<file path="src/design/iocr_pkg.sv">
`timescale 1ns / 1ps
// ----------------------------------------------------------------------------
// iocr_pkg: shared constants and types for the completion reorder buffer
// Window depth, sequence number width and payload width, with derived widths.
// ----------------------------------------------------------------------------
package iocr_pkg;

    localparam int WINDOW       = 32;
    localparam int ID_BITS      = 16;
    localparam int PAYLOAD_BITS = 32;

    localparam int SEQ_PORT_BITS = 16;
    localparam int PAY_PORT_BITS = 32;

    localparam int IDX_BITS = (WINDOW > 1) ? $clog2(WINDOW) : 1;
    localparam int SUM_BITS = IDX_BITS + 1;

    typedef logic [ID_BITS-1:0]      seq_t;
    typedef logic [PAYLOAD_BITS-1:0] pay_t;
    typedef logic [IDX_BITS-1:0]     idx_t;

    typedef enum logic [1:0] {
        S_IDLE  = 2'b01,
        S_DRAIN = 2'b10
    } state_t;

    localparam logic STATUS_RELEASE = 1'b0;
    localparam logic STATUS_REJECT  = 1'b1;

endpackage

</file>
<file path="src/design/in_order_completion_reorder.sv">
`timescale 1ns / 1ps
// ----------------------------------------------------------------------------
// A rejected request gives its result in the cycle after acceptance; a
// release run follows the drain state and the registered slot RAM read.
// One request is accepted per cycle while idle and the output is free,
// then one result is released per cycle while the output is not stalled.
// Reset: synchronous, clears the valid map and control state.
// ----------------------------------------------------------------------------
// in_order_completion_reorder: completion reorder buffer
// Stores out-of-order completions in a window RAM by sequence number and
// releases consecutive entries in order, flagging stale, duplicate or out-of-window ids.
// ----------------------------------------------------------------------------
module in_order_completion_reorder (
    input  logic        aclk,
    input  logic        aresetn,
    input  logic        s_valid,
    output logic        s_ready,
    input  logic [15:0] s_seq_id,
    input  logic [31:0] s_payload,
    output logic        m_valid,
    input  logic        m_ready,
    output logic [15:0] m_out_seq_id,
    output logic [31:0] m_out_payload,
    output logic        m_status,
    output logic        m_last
);

    iocr_pkg::state_t state_reg, state_next;
    iocr_pkg::seq_t   expect_reg;
    iocr_pkg::idx_t   head_reg;
    logic [iocr_pkg::WINDOW-1:0] valid_reg;

    iocr_pkg::pay_t   slot_mem [iocr_pkg::WINDOW];
    iocr_pkg::pay_t   rd_data_reg;

    logic             m_valid_reg;
    iocr_pkg::seq_t   m_seq_reg;
    logic             m_status_reg;
    logic             m_last_reg;

    iocr_pkg::seq_t   in_id;
    iocr_pkg::pay_t   in_pay;
    iocr_pkg::seq_t   offset;
    logic             in_window;
    logic [iocr_pkg::SUM_BITS-1:0] slot_sum;
    iocr_pkg::idx_t   slot;
    logic             reject;
    logic             accept;
    logic             out_free;
    logic             store_en;
    logic             issue;
    iocr_pkg::idx_t   head_inc;

    assign in_id     = iocr_pkg::ID_BITS'(s_seq_id);
    assign in_pay    = iocr_pkg::PAYLOAD_BITS'(s_payload);
    assign offset    = in_id - expect_reg;
    assign in_window = offset < iocr_pkg::ID_BITS'(iocr_pkg::WINDOW);
    assign slot_sum  = iocr_pkg::SUM_BITS'(head_reg)
                     + iocr_pkg::SUM_BITS'(offset[iocr_pkg::IDX_BITS-1:0]);

    always_comb begin
        if (slot_sum >= iocr_pkg::SUM_BITS'(iocr_pkg::WINDOW)) begin
            slot = iocr_pkg::IDX_BITS'(slot_sum - iocr_pkg::SUM_BITS'(iocr_pkg::WINDOW));
        end else begin
            slot = iocr_pkg::IDX_BITS'(slot_sum);
        end
    end

    always_comb begin
        if (head_reg == iocr_pkg::IDX_BITS'(iocr_pkg::WINDOW - 1)) begin
            head_inc = '0;
        end else begin
            head_inc = head_reg + iocr_pkg::IDX_BITS'(1);
        end
    end

    assign out_free = !m_valid_reg || m_ready;
    assign s_ready  = (state_reg == iocr_pkg::S_IDLE) && out_free;
    assign accept   = s_valid && s_ready;
    assign reject   = !in_window || valid_reg[slot];
    assign store_en = accept && !reject;
    assign issue    = (state_reg == iocr_pkg::S_DRAIN) && out_free;

    always_comb begin
        state_next = state_reg;
        unique case (state_reg)
            iocr_pkg::S_IDLE: begin
                if (store_en && (slot == head_reg)) begin
                    state_next = iocr_pkg::S_DRAIN;
                end
            end
            iocr_pkg::S_DRAIN: begin
                if (issue && !valid_reg[head_inc]) begin
                    state_next = iocr_pkg::S_IDLE;
                end
            end
            default: state_next = iocr_pkg::S_IDLE;
        endcase
    end

    // slot RAM: one write port on store, one registered read port on release
    always_ff @(posedge aclk) begin
        if (store_en) begin
            slot_mem[slot] <= in_pay;
        end
        if (issue) begin
            rd_data_reg <= slot_mem[head_reg];
        end
    end

    always_ff @(posedge aclk) begin
        if (!aresetn) begin
            state_reg   <= iocr_pkg::S_IDLE;
            expect_reg  <= iocr_pkg::ID_BITS'(1);
            head_reg    <= '0;
            valid_reg   <= '0;
            m_valid_reg <= 1'b0;
        end else begin
            state_reg <= state_next;
            if (store_en) begin
                valid_reg[slot] <= 1'b1;
            end
            if (issue) begin
                valid_reg[head_reg] <= 1'b0;
                head_reg            <= head_inc;
                expect_reg          <= expect_reg + iocr_pkg::ID_BITS'(1);
            end
            if (issue || (accept && reject)) begin
                m_valid_reg <= 1'b1;
            end else if (m_ready) begin
                m_valid_reg <= 1'b0;
            end
        end
    end

    always_ff @(posedge aclk) begin
        if (issue) begin
            m_seq_reg    <= expect_reg;
            m_status_reg <= iocr_pkg::STATUS_RELEASE;
            m_last_reg   <= !valid_reg[head_inc];
        end else if (accept && reject) begin
            m_seq_reg    <= in_id;
            m_status_reg <= iocr_pkg::STATUS_REJECT;
            m_last_reg   <= 1'b1;
        end
    end

    assign m_valid      = m_valid_reg;
    assign m_out_seq_id = iocr_pkg::SEQ_PORT_BITS'(m_seq_reg);
    assign m_out_payload = (m_status_reg == iocr_pkg::STATUS_REJECT) ?
                           '0 : iocr_pkg::PAY_PORT_BITS'(rd_data_reg);
    assign m_status     = m_status_reg;
    assign m_last       = m_last_reg;

endmodule

</file>
<file path="config.mk">
export PLATFORM = sky130hd
export DESIGN_NAME = in_order_completion_reorder
export DESIGN_NICKNAME = d
export VERILOG_FILES = /design/src/design/iocr_pkg.sv /design/src/design/in_order_completion_reorder.sv
export SDC_FILE = /design/constraint.sdc
export NUM_CORES = 1
export LEC_CHECK = 0
export ABC_CLOCK_PERIOD_IN_PS = 12400
export BUFFER_PORTS_ARGS = -buffer_cell sky130_fd_sc_hd__buf_2
export CORE_ASPECT_RATIO = 0.7
export CORE_UTILIZATION = 55
export DETAILED_ROUTE_END_ITERATION = 6
export GPL_ROUTABILITY_DRIVEN = 0
export PLACE_DENSITY = 0.69
export SLEW_MARGIN = 20
export SYNTH_ARGS = -nofsm -noshare
export SYNTH_HDL_FRONTEND = slang
export SYNTH_SLANG_ARGS = --single-unit
</file>
<file path="constraint.sdc">
create_clock -name aclk -period 12.4 [get_ports aclk]
set_input_delay 0.62 -clock aclk [delete_from_list [all_inputs] [get_ports aclk]]
set_output_delay 0.62 -clock aclk [all_outputs]
set_load 0.01 [all_outputs]
</file>
==> results.md, run 1 <==
* Vias at 23313
* Startpoint types: flip-flop
* Status: finished clean
* CTS Hold Bufs at 0
* Tot GR Track Use at 0.275
* Total Nets Final at 2422
* Hold Path End: m_out_seq_id[15]
* YS warnings at 0
* Die height at 240 um
* CTS tree: done
* Post-synth ARST share at 0
* Clock tree buffer depth at 3
* Clock-pin slew on the worst setup and hold paths at 70 ps
* Slew headroom at 0.288
* Logic gate share of total power at 0.020
* Worst R2R Setup Slack at 5860 ps
* Layout cells sized above 1 at 0.259
* Sequential share of power at 0.560
* DIE WIDTH at 342 um
* Die area at 0.0822 mm^2
* Hold Crit Depth at 3
* Vias in the first global route at 23052
* Number of flip-flops in the largest register at 1024
* Peak VDD IR at 0.000121 V
* Final cell count without fillers at 3487
* Residual DRC at 0
* WL final at 111000 um
* Post-Syn Nets at 2276
* Area Growth Syn to Fin at 11.9%
* RSZ-0062 raised after global routing: no
* Core Region at 0.0794 mm^2
* Detail Route Antenna Nets at 0
* Gates resized, CTS repair at 0
* Final count of negative-setup-slack endpoints at 0
* Max-cap violations at 0
* Synth top area share at 0.723
* Clock Latency Late Sink at 680 ps
* Final Hold Viols at 0
* Sw Ratio at 0.202
* Final Cycle Share at 0.527
* FF-to-FF path depth at 13
* Switch Pwr at 1.50 mW
* # fillers at 5385
* Ys flop type: edfxtp_1
* Synth cell count leaders: edfxtp_1 (1073), mux4_2 (271), a22oi_1 (128), nand2_1 (88), clkbuf_1 (84)
* RR Endpoint: slot_mem[8][30]
* Clock skew at 29.0 ps
* H-tree levels at 3
* Crit path time final at 6540 ps
* Largest net degree at the start of global routing at 65
* Mapped Area at 0.0446 mm^2
* Synth area leader: edfxtp_1
* Register area share after synthesis at 0.749
* Most frequent cell after synthesis: edfxtp_1
* Ant diodes at 0
* Register Area at 0.0334 mm^2
* Total grt overflow at 0
* CTS Sinks at 1130
* Global-route wire length before repair at 160000 um
* Slew Viols, Final at 0
* Max Clk Rate at 153 MHz
* Req. time, crit path at 12730 ps
* Peak fanout along the critical path at 32
* Worst hold path class: input port to flip-flop
* #FFs+latches synth at 1130
* Setup Buffers After CTS at 0
* Placed insts at 3294
* Clock network power share at 0.420
* Rows at 86
* I/O Buffers at 103
* Routed length per instance at 31.7 um
* Worst reg2reg path startpoint: expect_reg[0]
* EDFF count, synth at 1073
* Avg Inst Size Synth at 20.3 um^2
* Synth cell types at 56
* Final worst slack at 5860 ps
* Initial core utilization at 0.561
* CTS Buf Count at 103
* Kind of critical path: flip-flop to flip-flop
* Detailed Routing Iterations Pass 1 at 7
* Hold Path Origin: s_seq_id[15]
* Placement Setup Slack at 5560 ps
* Crit. End Element: flip-flop
* Synth area leaders: edfxtp_1 (72%), mux4_2 (14%), dfxtp_1 (2.6%)
* Worst slew pin tran at 1070 ps
* Initial antenna violation count at 4
* I/O pin cnt at 104
* DRT iter0 DRCs at 2755
* Sum of negative setup slack at 0 ps
* Vias per std cell at 6.69
* Cell count after synthesis at 2197
* LEAKAGE at 15.8 nW
* P_int at 5.95 mW
* Multi-input logic area at 0.0108 mm^2
* Root Driver: clkbuf_16
* Total Power at 7.45 mW
* Power per Cell Area at 149 mW/mm^2
* DP HPWL at 63100 um
* Crit path DAT at 6870 ps
stage by stage:
| step | hold WS, ps | cell area (um^2) | util |
|---|---|---|---|
| floorplan | 464 | 44600 | - |
| global placement | 478 | 46600 | 0.586 |
| detailed placement | 506 | 46600 | 0.586 |
| CTS | 217 | 49900 | 0.628 |
| global route | 234 | 49900 | 0.628 |
| finish | 247 | 49900 | 0.628 |
logic make-up (layout without fill, tap and decap cells):
kind of cell               after synthesis  count (layout)  synth area share
DFF                                   1130            1130             0.749
and+or+nand+nor                        303             303            0.0368
muxes                                  284             284             0.140
AOI/OAI and AO/OA                      277             277            0.0466
buffers and inverters                  143             377            0.0131
xor gates and xnor gates                33              33           0.00713
adders and majority gates               27              27           0.00792
worst max-delay path by stage:
| stage | startpoint | endpoint | slack (ps) | depth (start not counted) |
|---|---|---|---|---|
| 2_1_floorplan | s_seq_id[0] | slot_mem[30][0] | 5550 | 16 |
| 3_3_place_gp | s_seq_id[0] | slot_mem[8][20] | 5610 | 14 |
| 3_5_place_dp | s_seq_id[0] | slot_mem[8][21] | 5560 | 14 |
| 4_1_cts | expect_reg[0] | slot_mem[8][30] | 5900 | 13 |
| 5_1_grt | expect_reg[0] | slot_mem[8][24] | 5540 | 13 |
| 6_report | expect_reg[0] | slot_mem[8][30] | 5860 | 13 |
layout by cell type (no fill, tap or decap), types with 5 or more instances in the layout:
cell type / instances
mux4_2: 271
a21o_1: 7
xor2_1: 8
ha_1: 25
buf_2: 103
and3_1: 5
clkinv_1: 29
nor3_1: 13
nand2_1: 88
inv_6: 5
dfxtp_1: 54
clkbuf_16: 104
nor2_1: 27
edfxtp_1: 1073
nand4_1: 37
nand3_1: 15
buf_4: 59
o211a_1: 32
inv_1: 21
clkbuf_1: 23
mux2i_1: 13
or3_1: 6
o21ai_0: 30
a21boi_0: 10
xnor2_1: 23
bufinv_16: 8
a21oi_1: 16
nand2b_1: 5
nor2b_1: 34
and2_1: 20
clkinv_2: 11
nor3_4: 7
a22oi_1: 128
nor3_2: 26
o21a_1: 35
layer usage:
layer / track usage / share of wire
met1: 0.419 / 0.42
met2: 0.410 / 0.46
met3: 0.0629 / 0.10
met4: 0.0571 / 0.017
met5: 0 / 0.00012
final cells by class:
cell class / instances / area share
Sequential cell: 1130 / 0.669
Clock inverter: 62 / 0.0112
Tap cell: 1056 / 0.0265
Clock buffer: 131 / 0.0550
Timing Repair Buffer: 162 / 0.0192
Multi-Input combinational cell: 924 / 0.217
Inverter: 22 / 0.00166
critical path: stages, from the launching register on:
cell,delay (ps)
dfxtp_1,420
ha_1,200
inv_1,50
fa_1,390
xor2_1,170
ha_1,380
a21oi_2,110
xnor2_1,760
nor2_1,180
a31o_2,300
or4_1,760
or3_2,980
nor3_4,940
buf_4,500
power groups by stage:
stage               clock network [mW]  registers [mW]  logic (mW)
floorplan                            0            4.26      0.0588
global placement                     0            4.26       0.138
detailed placement                   0            4.26       0.146
CTS                               3.16            4.17       0.147
global route                      3.31            4.17       0.160
finish                            3.13            4.17       0.149
Note: power is estimated with default switching activity, not from simulation.
==> inputs of run 2 (changes only) <==
- ABC_AREA: unset -> 1
- ABC_CLOCK_PERIOD_IN_PS: 12400 -> 6300
- clock period: 12.4 -> 6.3 ns (I/O delays scaled with it)
==> run 2 against run 1 <==
Compared with the run above: sequential power increased by 97%; critical endpoint is now slot_mem[2][24]; largest power group unchanged; register-to-register slack got worse by 4800 ps; synthesized area rose by 2.9%; worst setup slack worse by 4800 ps; clock skew increased by 10 ps; power is 99% higher; maximum frequency grew 25%; critical path type unchanged; first-iteration DRC count increased by 73%; worst hold slack worse by 210 ps; flip-flop and latch count is the same.
==> results.md, run 2 <==
* Placed insts at 4764 (+45%)
* Kind of critical path: flip-flop to flip-flop
* Vias per std cell at 6.32 (-5.4%)
* Post-Syn Nets at 3805 (+67%)
* Largest net degree at the start of global routing at 144 (+120%)
* Final Hold Viols at 0 (unchanged)
* Cell count after synthesis at 3726 (+70%)
* Rows at 88 (+2.3%)
* Simple-Gate Fraction of Synth Area at 0.0944 (+0.0576)
* Status: finished clean
* RSZ-0062 raised after global routing: no
* Die area at 0.0846 mm^2 (+2.9%)
* Worst hold path class: input port to flip-flop
* Slew Viols, Final at 0 (unchanged)
* Power per Cell Area at 288 mW/mm^2 (+93%)
* Layout cells sized above 1 at 0.102 (-0.157)
* Worst slew pin tran at 1170 ps (+102 ps)
* DIE WIDTH at 347 um (+1.4%)
* Mux cell area share after synthesis at 0 (-0.140)
* DRT iter0 DRCs at 4765 (+73%)
* Peak VDD IR at 0.000332 V (+170%)
* DP HPWL at 77500 um (+23%)
* Routed length per instance at 26.1 um (-18%)
* Startpoint types: flip-flop
* Core Region at 0.0825 mm^2 (+3.9%)
* Largest family of logic cells by synthesized area: compound AO/OA/AOI/OAI gates
* Detail Route Antenna Nets at 0 (unchanged)
* Initial core utilization at 0.556 (-0.00512)
* P_int at 11.8 mW (+98%)
* LEAKAGE at 17.4 nW (+10%)
* CTS tree: done
* H-tree levels at 3 (unchanged)
* Post-synth ARST share at 0 (unchanged)
* Worst R2R Setup Slack at 1080 ps (-4780 ps)
* Number of flip-flops in the largest register at 1024 (unchanged)
* Ys flop type: edfxtp_1
* Switch Pwr at 3.03 mW (+100%)
* Vias in the first global route at 28324 (+23%)
* Complex-gate fraction of the synthesized area at 0.136 (+0.0891)
* Die height at 244 um (+1.4%)
* Clock network power share at 0.423 (+0.003)
* Commonest non-fill, non-tap cell in the layout: edfxtp_1
* Detailed Routing Iterations Pass 1 at 6 (-1)
* Synth area leader: edfxtp_1
* Clock Latency Late Sink at 700 ps (+20 ps)
* Placed Area at 0.0480 mm^2 (+3.0%)
* Crit. End Element: flip-flop
* CTS Sinks at 1130 (unchanged)
* Total Power at 14.8 mW (+99%)
* I/O Buffers at 103 (unchanged)
* Residual DRC at 0 (unchanged)
* Global-route wire length before repair at 188000 um (+18%)
* Final Cycle Share at 0.828 (+0.301)
* Gates resized, CTS repair at 0 (unchanged)
* Post-Synth XOR/XNOR Area at 0.00210 (-0.00503)
* Max Clk Rate at 192 MHz (+25%)
* EDFF count, synth at 1073 (unchanged)
* Hold slack at 40.4 ps (-207 ps)
* Most frequent cell after synthesis: edfxtp_1
* Root Driver: clkbuf_16
* Initial antenna violation count at 4 (unchanged)
* Synth top area share at 0.703 (-0.0204)
* Final count of negative-setup-slack endpoints at 0 (unchanged)
* Clock-pin slew on the worst setup and hold paths at 60 ps (about the same)
* Peak fanout along the critical path at 32 (unchanged)
* YS warnings at 0 (unchanged)
* Area Growth Syn to Fin at 12.2%
* Crit path time final at 5220 ps (-1320 ps)
* Adder-Cell Fraction of Synth Area at 0.00769 (-0.000223)
* Crit path DAT at 5590 ps (-1280 ps)
* Mapped Area at 0.0459 mm^2 (+2.9%)
* Total grt overflow at 0 (unchanged)
* Max-cap violations at 0 (unchanged)
* Final Cell Area at 0.0514 mm^2 (+3.2%)
* Synth area leaders: edfxtp_1 (70%), o21ai_0 (6.7%), nor2_1 (5.2%)
* #FFs+latches synth at 1130 (unchanged)
* WL final at 130000 um (+17%)
* Register area share after synthesis at 0.728 (-0.0211)
* Sw Ratio at 0.205 (+0.00297)
* Clock skew at 39.2 ps (+10.2 ps)
* Sequential share of power at 0.555 (-0.005)
* Vias at 31426 (+35%)
* Slew headroom at 0.220 (-0.0681)
* Logic gate share of total power at 0.022 (+0.002)
* Avg Inst Size Synth at 12.3 um^2 (-39%)
* Commonest cells after routing, fill and taps aside: edfxtp_1 (1073), o21ai_0 (614), nor2_1 (607)
* Req. time, crit path at 6670 ps (-6060 ps)
* I/O pin cnt at 104 (unchanged)
* Synth cell count leaders: edfxtp_1 (1073), nor2_1 (638), o21ai_0 (614), nand2_1 (312), o22ai_1 (256)
* Final cell count without fillers at 4971 (+43%)
* Tot GR Track Use at 0.303 (+0.0285)
* Sum of negative setup slack at 0 ps (unchanged)
* Total Nets Final at 3884 (+60%)
* Synth cell types at 39 (-30%)
* Clock tree buffer depth at 3 (unchanged)
* CTS Buf Count at 103 (unchanged)
run 2: power by group through the flow:
stage          logic (mW)  registers, mW  clock network [mW]
6_report            0.332           8.22                6.26
5_1_grt             0.356           8.21                6.59
2_1_floorplan       0.117           8.38                   0
3_3_place_gp        0.312           8.38                   0
3_5_place_dp        0.317           8.38                   0
4_1_cts             0.325           8.22                6.30
run 2: area by class of cell:
type	count	area [um^2]
diodes	1	2.50
inverters	159	612
clock inverters	64	637
fillers	6137	31000
repair buffers	203	1520
multi-input cells	2208	11300
clock buffers	126	2690
well taps	1080	1350
flip-flops and latches	1130	33400
run 2: through the flow:
stage	utilization	worst slack [ps]
after global placement	0.582	1180
after detailed placement	0.582	1190
final	0.624	1080
after CTS	0.624	1210
after global routing	0.624	862
after floorplan	-	1470
run 2: logic make-up (layout without fill, tap and decap cells):
| group | after synthesis | in the layout |
|---|---|---|
| flops | 1130 | 1130 |
| compound gates | 1086 | 1086 |
| simple gates | 1084 | 1084 |
| buf+inv | 388 | 552 |
| fa+ha+maj | 27 | 27 |
| xor+xnor | 11 | 11 |
| other cells | 0 | 1 |
run 2: per-layer routing:
metal,vias to the layer above,global-route usage,share of wire
met2,2063,0.427,0.43
met1,15252,0.465,0.42
met3,227,0.0747,0.12
met4,0,0.0880,0.028
met5,-,0,0
li1,13884,-,-
run 2: worst max-delay path, stage by stage, from the launching register on:
cell and delay [ps]:
dfxtp_1 420, ha_1 180, inv_1 90, fa_1 560
fa_1 590, nand2_1 470, nor2_1 90, a21oi_1 150
nand2_1 120, nand2_1 80, nand2_1 50, nand2_1 50
nand2_1 50, nand2_1 50, nand2_1 70, inv_2 70
nand4_4 80, buf_4 280, inv_2 190, nand2_2 320
nor2_4 550, buf_4 330
run 2: final timing paths:
kind,startpoint,to,depth (start not counted)
worst min register to register,valid_reg[29],valid_reg[29],2
worst min-delay path,m_ready,m_valid,6
worst max register to register,expect_reg[0],slot_mem[2][24],21
worst max-delay path,expect_reg[0],slot_mem[2][24],21
run 2: timing repair:
action,in CTS,in global routing
setup buffers,0,0
endpoints found under the hold margin,16,0
hold buffers,16,0
